--- config.mk ---
export PLATFORM = sky130hd
export DESIGN_NAME = self_describing_log_deframer_unit
export DESIGN_NICKNAME = d
export VERILOG_FILES = /design/src/rtl/core/sdld_pkg.sv /design/src/rtl/core/self_describing_log_deframer_unit.sv
export SDC_FILE = /design/constraint.sdc
export NUM_CORES = 2
export LEC_CHECK = 0
export ABC_CLOCK_PERIOD_IN_PS = 16940
export BUFFER_PORTS_ARGS = -buffer_cell sky130_fd_sc_hd__buf_2
export CAP_MARGIN = 25
export CORE_ASPECT_RATIO = 0.9
export CORE_MARGIN = 2
export CORE_UTILIZATION = 30
export CTS_CLUSTER_DIAMETER = 150
export DETAILED_ROUTE_END_ITERATION = 8
export SYNTH_ARGS = -nofsm -noshare
export SYNTH_HDL_FRONTEND = slang
export SYNTH_SLANG_ARGS = --single-unit
--- constraint.sdc ---
create_clock -name i_clk -period 16.94 [get_ports i_clk]
set_input_delay 0 -clock i_clk [delete_from_list [all_inputs] [get_ports i_clk]]
set_output_delay 0 -clock i_clk [all_outputs]
set_load 0.02 [all_outputs]
--- src/rtl/core/sdld_pkg.sv ---
// Constants and types shared by the log deframer.
// Record layout, status codes and register indexes; no dependencies.
`default_nettype none

package sdld_pkg;

    typedef logic [1:0] t_cfg_index;
    typedef logic [1:0] t_fmt_status;

    // configuration register indexes
    localparam t_cfg_index CFG_SYNC_FIRST       = 2'd0;
    localparam t_cfg_index CFG_SYNC_SECOND      = 2'd1;
    localparam t_cfg_index CFG_FORMAT_RECORD_ID = 2'd2;

    localparam logic [7:0] SYNC_FIRST_RESET       = 8'd163;
    localparam logic [7:0] SYNC_SECOND_RESET      = 8'd149;
    localparam logic [7:0] FORMAT_RECORD_ID_RESET = 8'd128;

    // format status reported on the last beat of a format record
    localparam t_fmt_status STATUS_NONE     = 2'd0;
    localparam t_fmt_status STATUS_STORED   = 2'd1;
    localparam t_fmt_status STATUS_REJECTED = 2'd2;

    // format record layout (payload offsets)
    localparam logic [7:0] FORMAT_RECORD_BYTES = 8'd86;
    localparam logic [7:0] POS_TYPE            = 8'd0;
    localparam logic [7:0] POS_LENGTH          = 8'd1;
    localparam int         SPEC_CHARS          = 16;
    localparam int         LABEL_CHARS         = 64;
    localparam logic [7:0] SPEC_START          = 8'd6;
    localparam logic [7:0] LABEL_START         = 8'(6 + SPEC_CHARS);
    localparam logic [7:0] LABEL_END           = 8'(6 + SPEC_CHARS + LABEL_CHARS);

    localparam logic [7:0] CHAR_COMMA    = 8'h2C;
    localparam logic [7:0] CHAR_NUL      = 8'h00;
    localparam logic [4:0] SPEC_CNT_MAX  = 5'd31;
    localparam logic [5:0] LABEL_CNT_MAX = 6'd63;

endpackage

`default_nettype wire

--- src/rtl/core/self_describing_log_deframer_unit.sv ---
// Log record deframer: header hunt, id lookup, payload delivery, format learning.
// Uses sdld_pkg for layout constants and status codes.
//
// A payload beat goes from the edge that accepts it into the staging register, then
// the output register; an output stall holds it there. Throughput: one byte per cycle when
// the output does not stall; the length table is read at the accepted byte's address.
// Reset clears the phase, counters and the per-entry known bits at once; the length
// memory is not cleared, so the block takes bytes right after reset.
`default_nettype none

module self_describing_log_deframer_unit #(
    parameter int TABLE_ENTRIES = 256
) (
    input  wire logic                     i_clk,
    input  wire logic                     i_rst_n,
    // byte input
    input  wire logic                     i_in_valid,
    output logic                          o_in_stall,
    input  wire logic [7:0]               i_data_byte,
    // payload output
    output logic                          o_out_valid,
    input  wire logic                     i_out_stall,
    output logic [7:0]                    o_record_id,
    output logic [7:0]                    o_byte_index,
    output logic [7:0]                    o_payload_byte,
    output logic                          o_last_byte,
    output sdld_pkg::t_fmt_status         o_format_status,
    // configuration writes
    input  wire logic                     i_cfg_valid,
    output logic                          o_cfg_ready,
    input  wire sdld_pkg::t_cfg_index     i_cfg_index,
    input  wire logic [7:0]               i_cfg_data
);

    localparam int AW = (TABLE_ENTRIES > 1) ? $clog2(TABLE_ENTRIES) : 1;
    localparam logic [8:0] TABLE_LIMIT = 9'(TABLE_ENTRIES);

    typedef enum logic [1:0] {
        PH_FIRST,
        PH_SECOND,
        PH_ID,
        PH_DATA
    } t_phase;

    // configuration
    logic [7:0] r_sync_first;
    logic [7:0] r_sync_second;
    logic [7:0] r_format_id;

    // length memory and known bits
    logic [7:0]               r_len_mem [TABLE_ENTRIES];
    logic [7:0]               r_rd_len;
    logic [TABLE_ENTRIES-1:0] r_known;

    // staging register
    logic       r_s1_valid;
    logic [7:0] r_s1_byte;

    // record state
    t_phase     r_phase,     n_phase;
    logic [7:0] r_cur_id,    n_cur_id;
    logic [7:0] r_exp_cnt,   n_exp_cnt;
    logic [7:0] r_rcv_cnt,   n_rcv_cnt;
    logic [7:0] r_ptype,     n_ptype;
    logic [7:0] r_plen,      n_plen;
    logic [4:0] r_spec_cnt,  n_spec_cnt;
    logic       r_spec_end,  n_spec_end;
    logic [5:0] r_lab_cnt,   n_lab_cnt;
    logic       r_in_label,  n_in_label;
    logic       r_lab_end,   n_lab_end;

    // output register
    logic                  r_out_valid;
    logic [7:0]            r_out_id;
    logic [7:0]            r_out_idx;
    logic [7:0]            r_out_byte;
    logic                  r_out_last;
    sdld_pkg::t_fmt_status r_out_status;

    logic                  out_free;
    logic                  s1_data;
    logic                  s1_go;
    logic                  in_accept;
    logic                  res_last;
    sdld_pkg::t_fmt_status res_status;
    logic                  wr_en;
    logic                  fmt_ok;
    logic                  is_fmt;
    logic [7:0]            b;

    assign out_free   = !r_out_valid || !i_out_stall;
    assign s1_data    = (r_phase == PH_DATA);
    assign s1_go      = r_s1_valid && (!s1_data || out_free);
    assign o_in_stall = r_s1_valid && !s1_go;
    assign in_accept  = i_in_valid && !o_in_stall;
    assign o_cfg_ready = 1'b1;
    assign b          = r_s1_byte;
    assign is_fmt     = (r_cur_id == r_format_id);

    // configuration registers
    always_ff @(posedge i_clk) begin
        if (!i_rst_n) begin
            r_sync_first  <= sdld_pkg::SYNC_FIRST_RESET;
            r_sync_second <= sdld_pkg::SYNC_SECOND_RESET;
            r_format_id   <= sdld_pkg::FORMAT_RECORD_ID_RESET;
        end else if (i_cfg_valid && o_cfg_ready) begin
            unique case (i_cfg_index)
                sdld_pkg::CFG_SYNC_FIRST:       r_sync_first  <= i_cfg_data;
                sdld_pkg::CFG_SYNC_SECOND:      r_sync_second <= i_cfg_data;
                sdld_pkg::CFG_FORMAT_RECORD_ID: r_format_id   <= i_cfg_data;
                default: ;
            endcase
        end
    end

    // process the staged byte against the record state
    always_comb begin
        n_phase    = r_phase;
        n_cur_id   = r_cur_id;
        n_exp_cnt  = r_exp_cnt;
        n_rcv_cnt  = r_rcv_cnt;
        n_ptype    = r_ptype;
        n_plen     = r_plen;
        n_spec_cnt = r_spec_cnt;
        n_spec_end = r_spec_end;
        n_lab_cnt  = r_lab_cnt;
        n_in_label = r_in_label;
        n_lab_end  = r_lab_end;
        res_last   = 1'b0;
        res_status = sdld_pkg::STATUS_NONE;
        wr_en      = 1'b0;
        fmt_ok     = 1'b0;

        unique case (r_phase)
            PH_FIRST: begin
                if (b == r_sync_first) n_phase = PH_SECOND;
            end
            PH_SECOND: begin
                // hold here on a wrong second byte
                if (b == r_sync_second) n_phase = PH_ID;
            end
            PH_ID: begin
                n_cur_id   = b;
                n_rcv_cnt  = 8'd0;
                n_ptype    = 8'd0;
                n_plen     = 8'd0;
                n_spec_cnt = 5'd0;
                n_spec_end = 1'b0;
                n_lab_cnt  = 6'd0;
                n_in_label = 1'b0;
                n_lab_end  = 1'b0;
                if (b == r_format_id) begin
                    n_exp_cnt = sdld_pkg::FORMAT_RECORD_BYTES;
                    n_phase   = PH_DATA;
                end else if (({1'b0, b} < TABLE_LIMIT) && r_known[b[AW-1:0]]) begin
                    n_exp_cnt = r_rd_len;
                    n_phase   = PH_DATA;
                end else begin
                    // drop the frame
                    n_phase = PH_FIRST;
                end
            end
            PH_DATA: begin
                if (is_fmt) begin
                    if (r_rcv_cnt == sdld_pkg::POS_TYPE) begin
                        n_ptype = b;
                    end else if (r_rcv_cnt == sdld_pkg::POS_LENGTH) begin
                        n_plen = b;
                    end else if (r_rcv_cnt >= sdld_pkg::SPEC_START &&
                                 r_rcv_cnt < sdld_pkg::LABEL_START) begin
                        if (!r_spec_end) begin
                            if (b == sdld_pkg::CHAR_NUL)
                                n_spec_end = 1'b1;
                            else if (r_spec_cnt < sdld_pkg::SPEC_CNT_MAX)
                                n_spec_cnt = r_spec_cnt + 5'd1;
                        end
                    end else if (r_rcv_cnt >= sdld_pkg::LABEL_START &&
                                 r_rcv_cnt < sdld_pkg::LABEL_END) begin
                        if (!r_lab_end) begin
                            if (b == sdld_pkg::CHAR_NUL) begin
                                n_lab_end  = 1'b1;
                                n_in_label = 1'b0;
                            end else if (b == sdld_pkg::CHAR_COMMA) begin
                                n_in_label = 1'b0;
                            end else if (!r_in_label) begin
                                n_in_label = 1'b1;
                                if (r_lab_cnt < sdld_pkg::LABEL_CNT_MAX)
                                    n_lab_cnt = r_lab_cnt + 6'd1;
                            end
                        end
                    end
                end

                res_last = ({1'b0, r_rcv_cnt} + 9'd1) >= {1'b0, r_exp_cnt};
                fmt_ok   = (n_plen != 8'd0) && (n_spec_cnt != 5'd0) &&
                           (n_lab_cnt != 6'd0) &&
                           (n_lab_cnt == {1'b0, n_spec_cnt});

                if (res_last) begin
                    n_phase   = PH_FIRST;
                    n_rcv_cnt = 8'd0;
                    if (is_fmt) begin
                        if (fmt_ok && ({1'b0, n_ptype} < TABLE_LIMIT)) begin
                            res_status = sdld_pkg::STATUS_STORED;
                            wr_en      = 1'b1;
                        end else begin
                            res_status = sdld_pkg::STATUS_REJECTED;
                        end
                    end
                end else begin
                    n_rcv_cnt = r_rcv_cnt + 8'd1;
                end
            end
            default: n_phase = PH_FIRST;
        endcase
    end

    // length memory: read at the incoming byte, write on a stored format.
    // An id read is at least three beats behind any write, so no forwarding.
    always_ff @(posedge i_clk) begin
        if (s1_go && wr_en)
            r_len_mem[n_ptype[AW-1:0]] <= n_plen;
        if (in_accept)
            r_rd_len <= r_len_mem[i_data_byte[AW-1:0]];
    end

    // state, staging and output registers
    always_ff @(posedge i_clk) begin
        if (!i_rst_n) begin
            r_phase     <= PH_FIRST;
            r_cur_id    <= 8'd0;
            r_exp_cnt   <= 8'd0;
            r_rcv_cnt   <= 8'd0;
            r_ptype     <= 8'd0;
            r_plen      <= 8'd0;
            r_spec_cnt  <= 5'd0;
            r_spec_end  <= 1'b0;
            r_lab_cnt   <= 6'd0;
            r_in_label  <= 1'b0;
            r_lab_end   <= 1'b0;
            r_known     <= '0;
            r_s1_valid  <= 1'b0;
            r_out_valid <= 1'b0;
        end else begin
            if (in_accept) begin
                r_s1_valid <= 1'b1;
                r_s1_byte  <= i_data_byte;
            end else if (s1_go) begin
                r_s1_valid <= 1'b0;
            end

            if (s1_go) begin
                r_phase    <= n_phase;
                r_cur_id   <= n_cur_id;
                r_exp_cnt  <= n_exp_cnt;
                r_rcv_cnt  <= n_rcv_cnt;
                r_ptype    <= n_ptype;
                r_plen     <= n_plen;
                r_spec_cnt <= n_spec_cnt;
                r_spec_end <= n_spec_end;
                r_lab_cnt  <= n_lab_cnt;
                r_in_label <= n_in_label;
                r_lab_end  <= n_lab_end;
                if (wr_en)
                    r_known[n_ptype[AW-1:0]] <= 1'b1;
            end

            if (s1_go && s1_data) begin
                r_out_valid  <= 1'b1;
                r_out_id     <= r_cur_id;
                r_out_idx    <= r_rcv_cnt;
                r_out_byte   <= b;
                r_out_last   <= res_last;
                r_out_status <= res_status;
            end else if (!i_out_stall) begin
                r_out_valid <= 1'b0;
            end
        end
    end

    assign o_out_valid     = r_out_valid;
    assign o_record_id     = r_out_id;
    assign o_byte_index    = r_out_idx;
    assign o_payload_byte  = r_out_byte;
    assign o_last_byte     = r_out_last;
    assign o_format_status = r_out_status;

endmodule

`default_nettype wire
==> results.json <==
{
  "max_stage_delay_ps": 1050,
  "final_common_cell": "edfxtp_1",
  "postSynthAreaPerCell_um2": 19.43,
  "final_cell_mix": "edfxtp_1 (2091), mux4_2 (758), nand2_1 (364), dfxtp_1 (338), clkbuf_16 (229)",
  "setup_violations": 0,
  "preCtsSetupSlack_ps": 9957,
  "syn_inst": 4925,
  "maxCapViolations": 0,
  "synthAdderAreaFrac": 0.001830,
  "ant_nets": 0,
  "grt-ovfl-total": 0,
  "slowest_stage": "a22oi_2",
  "drt_iter0_markers": 6413,
  "synth_top_family_by_area": "multiplexers",
  "port_buffers": 51,
  "ctsResizeCount": 0,
  "post_drt_wl_per_cell_um": 26.07,
  "yosysTopAreaCell": "edfxtp_1",
  "muxShareOfSynthArea": 0.1822,
  "wirelength_mm": 249.6,
  "place_congestion": 0.8414,
  "synth_compound_area_frac": 0.03052,
  "synth_area_um2": 95700,
  "die-height_um": 539.8,
  "grt_max_degree": 148,
  "synthSimpleGateAreaFrac": 0.03981,
  "cts_sinks": 2429,
  "clockBufferDepth": 3,
  "tns_ps": 0,
  "dp_hpwl_mm": 151.7,
  "ys.warnings.count": 0,
  "synth_area_leaders": "edfxtp_1 (66%), mux4_2 (18%), dfxtp_1 (7.1%)",
  "timing.fmax_mhz": 142.6,
  "hold_path_class": "primary input to flip-flop",
  "via_per_inst": 5.235,
  "synth_xor_xnor_area_share": 0.004001,
  "grt_util_met2": 0.2342,
  "root_buffer": "clkbuf_16",
  "grtUsageTotal": 0.1518,
  "synth-seq-cells": 2429,
  "met3_usage": 0.03117,
  "fin_crit_ps": 7012,
  "path_class": "flip-flop to flip-flop",
  "area_growth_pct": 15.56,
  "cp_data_required_time_ps": 17410,
  "synth_edf_count": 2091,
  "clkLatencyLatePin_ps": 880,
  "arrival_ps": 7490,
  "grt_pass1_wl_mm": 362.3,
  "hold_violations": 0,
  "slew_headroom": 0.1076,
  "post_synth_num_cell_types": 70,
  "synth_nets": 4962,
  "antenna_found_initial": 12,
  "ios": 53,
  "cp_max_fo": 65,
  "yosysTopAreaCellShare": 0.6561,
  "grt_setup_unrepaired": "no",
  "grt_util_met1": 0.2191,
  "die-area_um2": 323500,
  "start_kind": "flip-flop",
  "initial_core_util": 0.3018,
  "critical_path.most_common_cell": "nor3_1",
  "core-area_um2": 317100,
  "vias": 50120,
  "tightestPinTransition_ps": 1339,
  "p_per_area_nw_per_um2": 109.5,
  "outcome": "finished, final reports clean",
  "numCtsBuffers": 228,
  "async_flop_share": 0,
  "leakage_nw": 39.23,
  "skew_ps": 63.24,
  "slew_violations": 0,
  "grt_pass1_vias": 49590,
  "firstDrtPassIters": 6,
  "clk_pin_slew_ps": 70,
  "yosysSeqAreaShare": 0.7269,
  "period_share": 0.4139,
  "cts-htree-levels": 4,
  "ir_drop_mv": 0.1129,
  "synth_flop_cell": "edfxtp_1",
  "top_usage_layer": "met2",
  "finalWorstSetupSlack_ps": 9928,
  "nNetsFinal": 5159,
  "drive_gt1_frac": 0.2724,
  "die_w_um": 599.3,
  "route.detailed.drc": 0,
  "rows": 196,
  "cts_tree": "yes",
  "crit_chain": "buf_4 > nor2_1 > a41oi_1 > nand3_1 > nor3_1 > nor3_1 > or4_1 > a22oi_2 > nand3_4 > buf_4 > nor3_1",
  "cp-end-kind": "flip-flop"
}
[cells in the mapped netlist, types with 36 or more instances]
library cell	instances
buf_1	72
clkbuf_1	251
dfxtp_1	338
edfxtp_1	2091
mux2i_1	36
mux4_2	758
nand2_1	372
nand3_1	36
nor2_1	192
nor3_1	133
o21ai_0	75
o31ai_1	205
[critical path: cells and delay by family (launching register included)]
family	cells	cell delay (ps)
DFF	1	600
AOI/OAI and AO/OA	2	1440
buffers and inverters	2	1340
and+or+nand+nor	7	3110
[where the power goes]
group          internal [mW]  switching [mW]
Clock                   3.18            2.28
Sequential              6.40         0.00357
Combinational         0.0943           0.148
Total                   9.67            2.43
[timing repair]
item,in CTS,in global routing
endpoints found under the hold margin,162,0
hold buffers,42,0
buffers inserted,0,0
[worst paths after layout]
kind / start / endpoint / slack, ps / cells after the start
setup / recovery: b[1] / r_len_mem[63][7] / 9930 / 11
hold / removal: i_rst_n / r_sync_first[7] / 90 / 3
setup reg to reg: b[1] / r_len_mem[63][7] / 9930 / 11
hold reg to reg: r_known[14] / r_known[14] / 450 / 2
[stage by stage]
step	std cells	instance area, µm²	hold WS [ps]	total power, mW	util
after floorplan	4925	95700	98.87	6.710	-
after detailed placement	9066	101800	282.6	6.771	0.3210
final	9574	110600	89.64	12.11	0.3487
after CTS	9532	110200	60.11	12.20	0.3476
after global placement	9053	101600	268.1	6.770	0.3205
after global routing	9574	110600	88.85	12.44	0.3487
[kinds of logic (layout without fill, tap and decap cells)]
| logic type | Yosys count | in the layout |
|---|---|---|
| DFF | 2429 | 2429 |
| and+or+nand+nor | 858 | 858 |
| muxes | 794 | 794 |
| AOI/OAI and AO/OA | 417 | 417 |
| buffers and inverters | 370 | 761 |
| xor gates and xnor gates | 42 | 42 |
| adders and majority gates | 14 | 14 |
| other | 1 | 2 |
[state kept, by name, indices dropped and copies added (netlist names), 2 cells and up]
| register | count |
|---|---|
| b | 8 |
| r_exp_cnt | 8 |
| r_known | 256 |
| r_sync_second | 8 |
| o_record_id | 8 |
| r_cur_id | 8 |
| r_rd_len | 8 |
| r_plen | 8 |
| o_payload_byte | 8 |
| o_byte_index | 8 |
| r_sync_first | 8 |
| r_phase | 2 |
| r_format_id | 8 |
| r_lab_cnt | 6 |
| r_rcv_cnt | 8 |
| r_spec_cnt | 5 |
| r_len_mem | 2048 |
| r_ptype | 8 |
| o_format_status | 2 |
[layout make-up]
type | count | area, µm²
well taps | 4257 | 5326
fillers | 29190 | 206500
repair buffers | 309 | 2476
diodes | 1 | 2.502
inverters | 28 | 105.1
clock buffers | 266 | 5899
clock inverters | 158 | 2138
flip-flops and latches | 2429 | 69560
multi-input cells | 2126 | 25080
[metal layers]
metal / part of all wire / vias up
li1: - / 20720
met1: 0.43 / 26670
met2: 0.47 / 2329
met3: 0.084 / 400
met4: 0.022 / 12
met5: 0.00030 / -
(Power assumes the default switching activity.)
